File: src/design/pbct_pkg.sv
// Package for the packed byte counter table.
// Holds sizes, operation and status codes, item types and controller/datapath structs.
// No dependencies.
`default_nettype none

package pbct_pkg;

  localparam int WORDS = 16;
  localparam int SLOTS = 4 * WORDS;
  localparam int AW    = (WORDS > 1) ? $clog2(WORDS) : 1;

  localparam logic [2:0] MODE_WRITE  = 3'd0;
  localparam logic [2:0] MODE_READ   = 3'd1;
  localparam logic [2:0] MODE_ADD    = 3'd2;
  localparam logic [2:0] MODE_CLEAR  = 3'd3;
  localparam logic [2:0] MODE_INSERT = 3'd4;
  localparam logic [2:0] MODE_REMOVE = 3'd5;

  localparam logic [1:0] ST_OK    = 2'd0;
  localparam logic [1:0] ST_RANGE = 2'd1;
  localparam logic [1:0] ST_NONE  = 2'd2;

  typedef struct packed {
    logic [2:0]        mode;
    logic [7:0]        slot_number;
    logic signed [7:0] operand_value;
  } req_t;

  typedef struct packed {
    logic signed [7:0] read_value;
    logic [1:0]        status;
    logic [6:0]        hit_slot;
  } rsp_t;

  typedef struct packed {
    logic load;
    logic rd_first;
    logic rd_next;
    logic wr;
    logic fin;
    logic xfer;
  } cmd_t;

  typedef struct packed {
    logic is_rmw;
    logic is_scan;
    logic dvalid;
    logic found;
    logic last;
    logic addr_done;
    logic out_free;
  } sts_t;

endpackage

`default_nettype wire

File: src/design/pbct_dp.sv
// Datapath of the packed byte counter table: item register, word memory with
// valid bits, lane update and search logic, result and output registers.
// Depends on pbct_pkg.
`default_nettype none

module pbct_dp (
  input  wire logic          clk,
  input  wire logic          rst,
  input  wire pbct_pkg::req_t req,
  input  wire pbct_pkg::cmd_t cmd,
  output pbct_pkg::sts_t      sts,
  output logic                rsp_valid,
  input  wire logic           rsp_stall,
  output pbct_pkg::rsp_t      rsp
);

  localparam int AW = pbct_pkg::AW;

  pbct_pkg::req_t item;
  logic [31:0]    mem [pbct_pkg::WORDS];
  logic [pbct_pkg::WORDS-1:0] vld;
  logic [31:0]    rdata;
  logic           rdata_vld;
  logic [AW-1:0]  rd_idx;
  logic           rdv;
  logic [AW:0]    addr;
  pbct_pkg::rsp_t res;
  pbct_pkg::rsp_t res_next;

  logic [7:0]     s0;
  logic           in_range;
  logic           is_rmw;
  logic           is_scan;
  logic [AW-1:0]  rmw_word;
  logic [AW-1:0]  raddr;
  logic [31:0]    word;
  logic [31:0]    new_word;
  logic [7:0]     want;
  logic [3:0]     match;
  logic           found;
  logic [1:0]     scan_lane;
  logic [1:0]     lane_sel;
  logic [7:0]     old_byte;
  logic [7:0]     new_byte;
  logic [AW+2:0]  hit_full;
  logic           rd;

  always_comb begin
    s0       = item.slot_number - 8'd1;
    in_range = (item.slot_number != 8'd0) &&
               (32'(item.slot_number) <= 32'(pbct_pkg::SLOTS));
    is_rmw   = (item.mode inside {[pbct_pkg::MODE_WRITE:pbct_pkg::MODE_CLEAR]}) && in_range;
    is_scan  = item.mode inside {pbct_pkg::MODE_INSERT, pbct_pkg::MODE_REMOVE};
    rmw_word = AW'(s0 >> 2);
    rd       = cmd.rd_first | cmd.rd_next;
    raddr    = cmd.rd_first ? (is_rmw ? rmw_word : '0) : addr[AW-1:0];
  end

  always_comb begin
    word = rdata_vld ? rdata : '0;
    want = (item.mode == pbct_pkg::MODE_INSERT) ? 8'h00 : item.operand_value;
    for (int l = 0; l < 4; l++) begin
      match[l] = (word[8*l +: 8] == want);
    end
    found     = |match;
    scan_lane = 2'd0;
    for (int l = 3; l >= 0; l--) begin
      if (match[l]) begin
        scan_lane = 2'(l);
      end
    end
    lane_sel = is_scan ? scan_lane : s0[1:0];
    old_byte = word[8*lane_sel +: 8];
    case (item.mode)
      pbct_pkg::MODE_WRITE:  new_byte = item.operand_value;
      pbct_pkg::MODE_ADD:    new_byte = old_byte + item.operand_value;
      pbct_pkg::MODE_CLEAR:  new_byte = 8'h00;
      pbct_pkg::MODE_INSERT: new_byte = item.operand_value;
      pbct_pkg::MODE_REMOVE: new_byte = 8'h00;
      default:               new_byte = old_byte;
    endcase
    new_word = word;
    new_word[8*lane_sel +: 8] = new_byte;
    hit_full = {1'b0, rd_idx, scan_lane} + (AW+3)'(1);
  end

  always_comb begin
    res_next.read_value = (is_rmw && item.mode == pbct_pkg::MODE_READ) ? old_byte : 8'h00;
    if ((item.mode inside {[pbct_pkg::MODE_WRITE:pbct_pkg::MODE_CLEAR]}) && !in_range) begin
      res_next.status = pbct_pkg::ST_RANGE;
    end else if (is_scan && !found) begin
      res_next.status = pbct_pkg::ST_NONE;
    end else begin
      res_next.status = pbct_pkg::ST_OK;
    end
    res_next.hit_slot = (is_scan && found) ? 7'(hit_full) : 7'd0;
  end

  always_comb begin
    sts.is_rmw    = is_rmw;
    sts.is_scan   = is_scan;
    sts.dvalid    = rdv;
    sts.found     = found;
    sts.last      = (rd_idx == AW'(pbct_pkg::WORDS - 1));
    sts.addr_done = (addr == (AW+1)'(pbct_pkg::WORDS));
    sts.out_free  = !rsp_valid || !rsp_stall;
  end

  always_ff @(posedge clk) begin
    if (cmd.wr) begin
      mem[rd_idx] <= new_word;
    end
    if (rd) begin
      rdata <= mem[raddr];
    end
  end

  always_ff @(posedge clk) begin
    if (cmd.load) begin
      item <= req;
    end
    if (rd) begin
      rdata_vld <= vld[raddr];
      rd_idx    <= raddr;
      addr      <= {1'b0, raddr} + (AW+1)'(1);
    end
    if (cmd.fin) begin
      res <= res_next;
    end
    if (cmd.xfer) begin
      rsp <= res;
    end
  end

  always_ff @(posedge clk) begin
    if (rst) begin
      vld       <= '0;
      rdv       <= 1'b0;
      rsp_valid <= 1'b0;
    end else begin
      rdv <= rd;
      if (cmd.wr) begin
        vld[rd_idx] <= 1'b1;
      end
      if (cmd.xfer) begin
        rsp_valid <= 1'b1;
      end else if (!rsp_stall) begin
        rsp_valid <= 1'b0;
      end
    end
  end

endmodule

`default_nettype wire

File: src/design/pbct_ctrl.sv
// Controller of the packed byte counter table: sequences decode, word access,
// search and result hand-off.
// Depends on pbct_pkg.
`default_nettype none

module pbct_ctrl (
  input  wire logic           clk,
  input  wire logic           rst,
  input  wire logic           req_valid,
  output logic                req_stall,
  input  wire pbct_pkg::sts_t sts,
  output pbct_pkg::cmd_t      cmd
);

  localparam logic [2:0] S_IDLE = 3'd0;
  localparam logic [2:0] S_DEC  = 3'd1;
  localparam logic [2:0] S_RMW  = 3'd2;
  localparam logic [2:0] S_SCAN = 3'd3;
  localparam logic [2:0] S_DONE = 3'd4;

  logic [2:0] state;
  logic [2:0] state_next;

  assign req_stall = (state != S_IDLE);

  always_comb begin
    cmd        = '0;
    state_next = state;
    case (state)
      S_IDLE: begin
        if (req_valid) begin
          cmd.load   = 1'b1;
          state_next = S_DEC;
        end
      end
      S_DEC: begin
        if (sts.is_rmw) begin
          cmd.rd_first = 1'b1;
          state_next   = S_RMW;
        end else if (sts.is_scan) begin
          cmd.rd_first = 1'b1;
          state_next   = S_SCAN;
        end else begin
          cmd.fin    = 1'b1;
          state_next = S_DONE;
        end
      end
      S_RMW: begin
        cmd.wr     = 1'b1;
        cmd.fin    = 1'b1;
        state_next = S_DONE;
      end
      S_SCAN: begin
        if (sts.dvalid && sts.found) begin
          cmd.wr     = 1'b1;
          cmd.fin    = 1'b1;
          state_next = S_DONE;
        end else if (sts.dvalid && sts.last) begin
          cmd.fin    = 1'b1;
          state_next = S_DONE;
        end else begin
          cmd.rd_next = !sts.addr_done;
        end
      end
      S_DONE: begin
        if (sts.out_free) begin
          cmd.xfer   = 1'b1;
          state_next = S_IDLE;
        end
      end
      default: state_next = S_IDLE;
    endcase
  end

  always_ff @(posedge clk) begin
    if (rst) begin
      state <= S_IDLE;
    end else begin
      state <= state_next;
    end
  end

endmodule

`default_nettype wire

File: src/design/packed_byte_counter_table.sv
// Top level of the packed byte counter table.
// Depends on pbct_pkg, pbct_ctrl and pbct_dp.
//
// The table holds WORDS 32-bit words of four signed byte counters each (slot 1 is
// byte 0 of word 0), all zero after reset; a zero slot is empty. Each request item
// writes, reads, adds to or clears one slot, or inserts a value into the first
// empty slot, or clears the first slot equal to a value, and yields one response
// item. Slot operations go through decode, one read-modify-write of the word
// memory and hand-off; an out-of-range slot or an unused mode skips the memory.
// Insert and remove search one word per cycle through the single-port word
// memory from word 0 and stop at the first hit or after the last word. While
// the response register stays stalled, the hand-off waits. A new request is
// taken while the previous response still waits in the output register.
`default_nettype none

module packed_byte_counter_table (
  input  wire logic           clk,
  input  wire logic           rst,
  input  wire logic           req_valid,
  output logic                req_stall,
  input  wire pbct_pkg::req_t req,
  output logic                rsp_valid,
  input  wire logic           rsp_stall,
  output pbct_pkg::rsp_t      rsp
);

  pbct_pkg::cmd_t cmd;
  pbct_pkg::sts_t sts;

  pbct_ctrl u_ctrl (
    .clk       (clk),
    .rst       (rst),
    .req_valid (req_valid),
    .req_stall (req_stall),
    .sts       (sts),
    .cmd       (cmd)
  );

  pbct_dp u_dp (
    .clk       (clk),
    .rst       (rst),
    .req       (req),
    .cmd       (cmd),
    .sts       (sts),
    .rsp_valid (rsp_valid),
    .rsp_stall (rsp_stall),
    .rsp       (rsp)
  );

endmodule

`default_nettype wire

File: config.mk
export PLATFORM = sky130hd
export DESIGN_NAME = packed_byte_counter_table
export DESIGN_NICKNAME = d
export VERILOG_FILES = /design/src/design/pbct_pkg.sv /design/src/design/pbct_dp.sv /design/src/design/pbct_ctrl.sv /design/src/design/packed_byte_counter_table.sv
export SDC_FILE = /design/constraint.sdc
export NUM_CORES = 1
export LEC_CHECK = 0
export BUFFER_PORTS_ARGS = -buffer_cell sky130_fd_sc_hd__buf_2
export CAP_MARGIN = 20
export CORE_ASPECT_RATIO = 1.1
export CORE_UTILIZATION = 52
export DETAILED_ROUTE_END_ITERATION = 7
export PLACE_DENSITY = 0.68
export SLEW_MARGIN = 20
export SYNTH_ARGS = -nofsm -noshare
export SYNTH_HDL_FRONTEND = slang
export SYNTH_SLANG_ARGS = --single-unit
File: constraint.sdc
create_clock -name clk -period 7.81 [get_ports clk]
set_input_delay 1.1715 -clock clk [delete_from_list [all_inputs] [get_ports clk]]
set_output_delay 1.1715 -clock clk [all_outputs]
set_load 0.01 [all_outputs]
==> metrics, run 1 <==
status finished clean; DR WL/cell 25.0 microns; Net Sw Frac 0.256; Mapped Area 26,800 sq um; Least-Margin Pin Slew 1.17 ns; Num CTS Buffers 59; Adder-Cell Fraction of Synth Area 0.00776; Skew-Pair Late Insertion Delay 0.64 ns; Seq/Total Area, Yosys 0.697; maximum VDD drop 224 uV; DR pass1 iterations 6; clk_skew 0.0279 ns; CP Launch Type register; post-route ant nets 0; WP buf/inv 3; total congestion overflow 0; hold-critical path depth 0; area grow syn2layout 11.2%; RR Startpoint u_dp.item[16]; Max FO, Critical Path 42; RSZ-0062 raised after global routing false; Synth cell types 70; combinational share of power 0.120; largest net degree at the start of global routing 176; worst r2r path cells 23; HP Start u_dp.res[13]; CP dominant cell by count a21oi_1; yosys warns 0; PortBufs 41; area of the die 52,400 sq um; clk root buf clkbuf_16; Simple-Gate Fraction of Synth Area 0.174; final wirelength 72,600 microns; dpl cells 2,795; initial antenna violation count 0; total core area 50,500 sq um; CP Cell Sequence or3b_1 > buf_4 > and3_1 > nor4_4 > nand4_2 > a2111o_1 > nand2_2 > inv_2 > nand2_1 > a21boi_0 > a21oi_1 > inv_1 > ha_1 > a21o_1 > a21oi_1 > o21bai_1 > a21oi_1 > o21bai_1 > a21oi_1 > o211ai_1 > a21oi_1 > a311oi_2 > o21ai_1; CTS tree built; layout cells sized above 1 0.103; crit-path max cell delay 0.86 ns; Main synth FF type edfxtp_1; I/O pin total 42; Reg2Reg Setup Slack 0.56 ns; reg2reg end u_dp.mem[10][7]; H-tree depth 2; initial core utilization 0.530; Resize count post-CTS 0; Setup Viol. Count Final 0; global-route wire length before repair 107,000 microns; internal power 5.64 mW; Crit path arrival time 7.55 ns; hold-fix buffers at CTS 0; final worst setup slack 0.558 ns; dpl ws 0.699 ns; Worst EP required 8.10 ns; Slew Limit Fails 0; cell taking the most area after synthesis edfxtp_1; Post-DP HPWL 41,800 microns; complex-gate fraction of the synthesized area 0.0825; critical path's slowest cell or3b_1; Peak Freq 0.138 GHz; mux cell area share after synthesis 0.00739; top cells by count, synth edfxtp_1 (607), nand2_1 (538), nand3_1 (280); WHS 0.416 ns; crit path kind register to register; clock share of power 0.370; via density per instance 6.26; vias in the first global route 17,200; period utilization 0.929; P_leak 10.3 nW; Antenna diodes 0; FFs w/ async S/R, synth 0; max cap viols 0; syn nets 2,227; Sum Neg Setup Slack 0 ns; clock period minus worst slack 7.25 ns; DRC 0; synthesis-stage register bit count 628; Mean Syn Cell Area 12.2 sq um; xor and xnor area share after synthesis 0.00524; Cells after Synth 2,188; DRT iter0 DRCs 1,964; CTS Buffer Depth 3; Die X-Extent 218 microns; Synth top area share 0.681; main combinational cell family by area after synthesis simple AND/OR/NAND/NOR gates; nets 2,236; Post-synth EDFFs 607; Hold Vio Cnt, Final 0; slew margin rel. 0.220; count leader, synth edfxtp_1; standard-cell row count 86; Largest delay share family, worst path compound AO/OA/AOI/OAI gates; clock sinks 628; Clock transition at path regs 0.06 ns; GRT Total Usage 0.278; CP endpoint kind register; main area contributors after synthesis edfxtp_1 (68%), nand2_1 (7.5%), nand3_1 (5.2%), a311oi_1 (2.2%), dfxtp_1 (1.6%); setup repair bufs after CTS 0; worst-case hold path end point u_dp.rsp[13]; Final Cell Area 29,800 sq um; HP Class register to register; Die Ht 240 microns; Seq pwr share 0.511; Vias 18,200; fin cells 2,907; area of placed instances 27,800 sq um; P_sw 1.94 mW; GPL Wtd Cong 0.992; PD cells 254 nW/um^2
## worst max-delay path by stage
stage | startpoint | endpoint | cells past startpoint
after floorplan | u_dp.item[17] | u_dp.addr[0] | 13
final | u_dp.item[16] | u_dp.mem[10][7] | 23
after global routing | u_dp.item[16] | u_dp.mem[9][31] | 23
after detailed placement | u_dp.item[16] | u_dp.mem[1][15] | 23
after CTS | u_dp.item[16] | u_dp.mem[6][15] | 23
after global placement | u_dp.item[16] | u_dp.mem[4][15] | 23
## worst register-to-register path, stage by stage, from the launching register on
cell and delay [ns]:
edfxtp_1 0.53, or3b_1 0.86, buf_4 0.40, and3_1 0.21, nor4_4 0.29, nand4_2 0.19, a2111o_1 0.51, nand2_2 0.29
inv_2 0.20, nand2_1 0.10, a21boi_0 0.09, a21oi_1 0.42, inv_1 0.09, ha_1 0.29, a21o_1 0.17, a21oi_1 0.23
o21bai_1 0.09, a21oi_1 0.24, o21bai_1 0.10, a21oi_1 0.27, o211ai_1 0.17, a21oi_1 0.23, a311oi_2 0.12, o21ai_1 0.81
## stage by stage
stage          utilization  power [mW]
2_1_floorplan            -        4.53
3_3_place_gp         0.550        4.81
3_5_place_dp         0.552        4.83
4_1_cts              0.589        7.58
5_1_grt              0.590        7.80
6_report             0.590        7.57
## placed cells by master, fill, tap and decap left out, types with 21 or more instances in the layout
master and instances:
edfxtp_1 607, and3_1 44, o21ai_0 22, dfxtp_1 21, a31oi_1 41, nand3_1 280, nor2_1 39, nand2_1 538
a21oi_1 61, buf_4 51, buf_2 41, nor2b_1 42, clkbuf_16 59, a311oi_1 67, a211oi_1 39
## power groups by stage
stage	Clock (mW)	Combinational, mW	Sequential [mW]
after floorplan	0	0.625	3.90
after global placement	0	0.873	3.93
after detailed placement	0	0.891	3.94
after CTS	2.82	0.895	3.86
after global routing	2.95	0.982	3.87
final	2.80	0.907	3.87
## metal layers
layer | track usage | share of wire | vias to the layer above
li1 | - | - | 8139
met1 | 0.375 | 0.40 | 9063
met2 | 0.461 | 0.49 | 841
met3 | 0.0407 | 0.079 | 141
met4 | 0.0990 | 0.032 | 0
met5 | 0 | 0 | -
## state kept, by name, summed over array words and instances (netlist names)
signal and count:
u_dp.rdata_vld 1, u_dp.vld 16, u_dp.rdata 32, u_dp.res 17, u_dp.mem 512, u_dp.rsp_valid 1, u_dp.item 19, u_dp.addr 5
u_dp.rsp 17, u_dp.rdv 1, u_ctrl.state 3, u_dp.rd_idx 4
## cell type report
class | instances | area [sq um]
clock buffer | 77 | 1570
clock inverter | 34 | 302
fill | 3904 | 20700
inverter | 24 | 96.3
multi-input combinational | 1385 | 7560
sequential | 628 | 18600
tap | 660 | 826
timing repair buffer | 99 | 758
## logic make-up (layout without fill, tap and decap cells)
kind of cell	after synthesis	in the layout
and+or+nand+nor	1026	1026
DFF	628	628
AOI/OAI and AO/OA	308	308
buffers and inverters	175	234
muxes	19	19
adders and majority gates	16	16
xor gates and xnor gates	16	16
Power figures use the tool's default switching activity.
==> inputs of run 2 (changes only) <==
--- a/config.mk
+++ b/config.mk
@@ -5,6 +5,7 @@
 export SDC_FILE = /design/constraint.sdc
 export NUM_CORES = 1
 export LEC_CHECK = 0
+export ABC_AREA = 1
 export BUFFER_PORTS_ARGS = -buffer_cell sky130_fd_sc_hd__buf_2
 export CAP_MARGIN = 20
 export CORE_ASPECT_RATIO = 1.1
==> metrics, run 2 <==
status finished clean (unchanged); syn nets 2,001 (was 2,227); crit path kind register to register (unchanged); clk_skew 0.0318 ns (was 0.0279 ns); CTS Buffer Depth 3 (unchanged); final wirelength 66,700 microns (was 72,600 microns); maximum VDD drop 192 uV (was 224 uV); number of flip-flops in the largest register 512 (unchanged); Mean Syn Cell Area 13.4 sq um (was 12.2 sq um); Clock transition at path regs 0.06 ns (about the same); Final Cell Area 29,100 sq um (was 29,800 sq um); Post-synth EDFFs 607 (unchanged); total congestion overflow 0 (unchanged); Skew-Pair Late Insertion Delay 0.63 ns (was 0.64 ns); PD cells 266 nW/um^2 (was 254 nW/um^2); CTS tree built (unchanged); DRT iter0 DRCs 1,730 (was 1,964); Resize count post-CTS 0 (unchanged); layout cells sized above 1 0.116 (was 0.103); Cells after Synth 1,962 (was 2,188); cell taking the most area after synthesis edfxtp_1 (unchanged); H-tree depth 2 (unchanged); Sum Neg Setup Slack 0 ns (unchanged); I/O pin total 42 (unchanged); DR pass1 iterations 6 (unchanged); Hold Vio Cnt, Final 0 (unchanged); standard-cell row count 85 (was 86); area of placed instances 27,200 sq um (was 27,800 sq um); Peak Freq 0.158 GHz (was 0.138 GHz); GRT Total Usage 0.261 (was 0.278); commonest cells after routing, fill and taps aside edfxtp_1 (607), nand2_1 (224), nor2_1 (214) (was edfxtp_1 (607), nand2_1 (538), nand3_1 (280)); FFs w/ async S/R, synth 0 (unchanged); vias in the first global route 15,700 (was 17,200); Num CTS Buffers 59 (unchanged); CP Launch Type register (unchanged); via density per instance 6.07 (was 6.26); nets 2,037 (was 2,236); top cells by count, synth edfxtp_1 (607), nor2_1 (226), nand2_1 (225) (was edfxtp_1 (607), nand2_1 (538), nand3_1 (280)); initial core utilization 0.531 (was 0.530); largest net degree at the start of global routing 265 (was 176); main area contributors after synthesis edfxtp_1 (70%), mux2i_1 (4.8%), o221ai_1 (4.3%), nor2_1 (3.2%), nand2_1 (3.2%) (was edfxtp_1 (68%), nand2_1 (7.5%), nand3_1 (5.2%), a311oi_1 (2.2%), dfxtp_1 (1.6%)); Slew Limit Fails 0 (unchanged); Crit path arrival time 6.59 ns (was 7.55 ns); Synth cell types 49 (was 70); worst r2r path cells 24 (was 23); DR WL/cell 24.7 microns (was 25.0 microns); clk root buf clkbuf_16 (unchanged); Least-Margin Pin Slew 1.14 ns (was 1.17 ns); synthesis-stage register bit count 628 (unchanged); count leader, synth edfxtp_1 (unchanged); CP endpoint kind register (unchanged); clock sinks 628 (unchanged); slew margin rel. 0.243 (was 0.220); DRC 0 (unchanged); GPL Wtd Cong 0.956 (was 0.992); P_leak 10.2 nW (was 10.3 nW); initial antenna violation count 0 (unchanged); Vias 16,400 (was 18,200); Die Ht 237 microns (was 240 microns); most flop-heavy register u_dp.mem (unchanged); Synth top area share 0.695 (was 0.681); total core area 49,300 sq um (was 50,500 sq um); largest registers u_dp.mem: 512 flops, u_dp.rdata: 32 flops, u_dp.item: 19 flops (unchanged); RSZ-0062 raised after global routing false (unchanged); Main synth FF type edfxtp_1 (unchanged); hold-fix buffers at CTS 0 (unchanged); Setup Viol. Count Final 0 (unchanged); max cap viols 0 (unchanged); area grow syn2layout 11.0% (was 11.2%); total power 7.72 mW (was 7.57 mW); hold-critical path depth 0 (unchanged); period utilization 0.811 (was 0.929); global-route wire length before repair 99,100 microns (was 107,000 microns); yosys warns 0 (unchanged); clock period minus worst slack 6.33 ns (was 7.25 ns); Mapped Area 26,200 sq um (was 26,800 sq um); area of the die 51,300 sq um (was 52,400 sq um); Seq/Total Area, Yosys 0.711 (was 0.697); Worst EP required 8.07 ns (was 8.10 ns); HP Class register to register (unchanged); Antenna diodes 0 (unchanged); Fillers 3,754 (was 3,904); Die X-Extent 216 microns (was 218 microns); most common cell after layout, fill and taps aside edfxtp_1 (unchanged); Max FO, Critical Path 32 (was 42); setup repair bufs after CTS 0 (unchanged); Post-DP HPWL 36,500 microns (was 41,800 microns); PortBufs 41 (unchanged); post-route ant nets 0 (unchanged)
[run 2: cell types whose count changed in the layout (fill, tap and decap cells not counted), sizes merged, moves of 19 or more]
cell	before	now
a31oi	41	1
nand3	280	115
a211oi	41	0
o221ai	2	128
nand2	539	243
a21oi	62	15
inv	23	87
o21ai	29	151
nor2b	43	0
nor2	45	228
and3	52	0
o22ai	5	24
mux2i	16	126
a311oi	68	0
[run 2: final cells by class]
cell class / instances / area, sq um / share of cell area
Multi-Input combinational cell: 1138 / 6900 / 0.237
Inverter: 87 / 329 / 0.0113
Tap cell: 652 / 816 / 0.0280
Sequential cell: 628 / 18600 / 0.641
Timing Repair Buffer: 84 / 593 / 0.0204
Clock inverter: 39 / 280 / 0.00964
Clock buffer: 70 / 1520 / 0.0522
[run 2: where the power goes]
group / leakage (nW) / switching [mW] / internal (mW)
clock: 0.884 / 1.20 / 1.48
combinational: 3.59 / 0.813 / 0.338
sequential: 5.74 / 0.0362 / 3.86
total: 10.2 / 2.05 / 5.68
[run 2: critical path: stages, from the launching register on]
cell and delay (ns):
edfxtp_1 0.34, buf_4 0.42, nand2_1 0.27, nand3_1 0.16, nand2_1 0.06, nor2_1 0.20, nand2_1 0.10, nor2_1 0.09
nand2_1 0.07, nand2_2 0.07, nand3_2 0.10, nand2_2 0.47, inv_2 0.29, nand2_1 0.12, nand3_1 0.08, and2_4 0.19
inv_1 0.06, ha_1 0.16, inv_1 0.05, fa_1 0.40, o31ai_1 0.34, nor2_1 0.08, o311ai_0 0.58, nand4_1 0.32
o22ai_1 0.94
[run 2: final timing paths]
| kind | start | to | slack (ns) |
|---|---|---|---|
| hold / removal | u_dp.res[11] | u_dp.rsp[11] | 0.41 |
| setup reg to reg | u_dp.rdata_vld | u_dp.mem[15][28] | 1.48 |
| setup / recovery | u_dp.rdata_vld | u_dp.mem[15][28] | 1.48 |
| hold reg to reg | u_dp.res[11] | u_dp.rsp[11] | 0.41 |
[run 2: cells by family (layout without fill, tap and decap cells)]
kind of cell | count (synthesis) | after routing | synth area share
AO/OA/AOI/OAI | 342 | 342 | 0.0877
XOR/XNOR | 24 | 24 | 0.00802
flip-flops | 628 | 628 | 0.711
adder cells (fa/ha/maj) | 16 | 16 | 0.00792
buffers and inverters | 196 | 280 | 0.0328
multiplexers | 126 | 126 | 0.0481
AND/OR/NAND/NOR | 630 | 630 | 0.104
[run 2: per-layer routing]
metal | global-route usage | vias to the layer above | wire length, microns
li1 | - | 7413 | -
met1 | 0.355 | 8208 | 27700
met2 | 0.433 | 643 | 32300
met3 | 0.0454 | 122 | 4840
met4 | 0.0764 | 0 | 1850
met5 | 0 | - | 0
[run 2: per-stage QoR]
| step | hold WS, ns | worst slack, ns | std cells | util |
|---|---|---|---|---|
| global route | 0.420 | 0.989 | 2698 | 0.589 |
| finish | 0.413 | 1.48 | 2698 | 0.589 |
| CTS | 0.415 | 1.65 | 2696 | 0.588 |
| global placement | 0.402 | 1.67 | 2585 | 0.550 |
| floorplan | 0.400 | 3.33 | 1962 | - |
| detailed placement | 0.405 | 1.69 | 2587 | 0.551 |
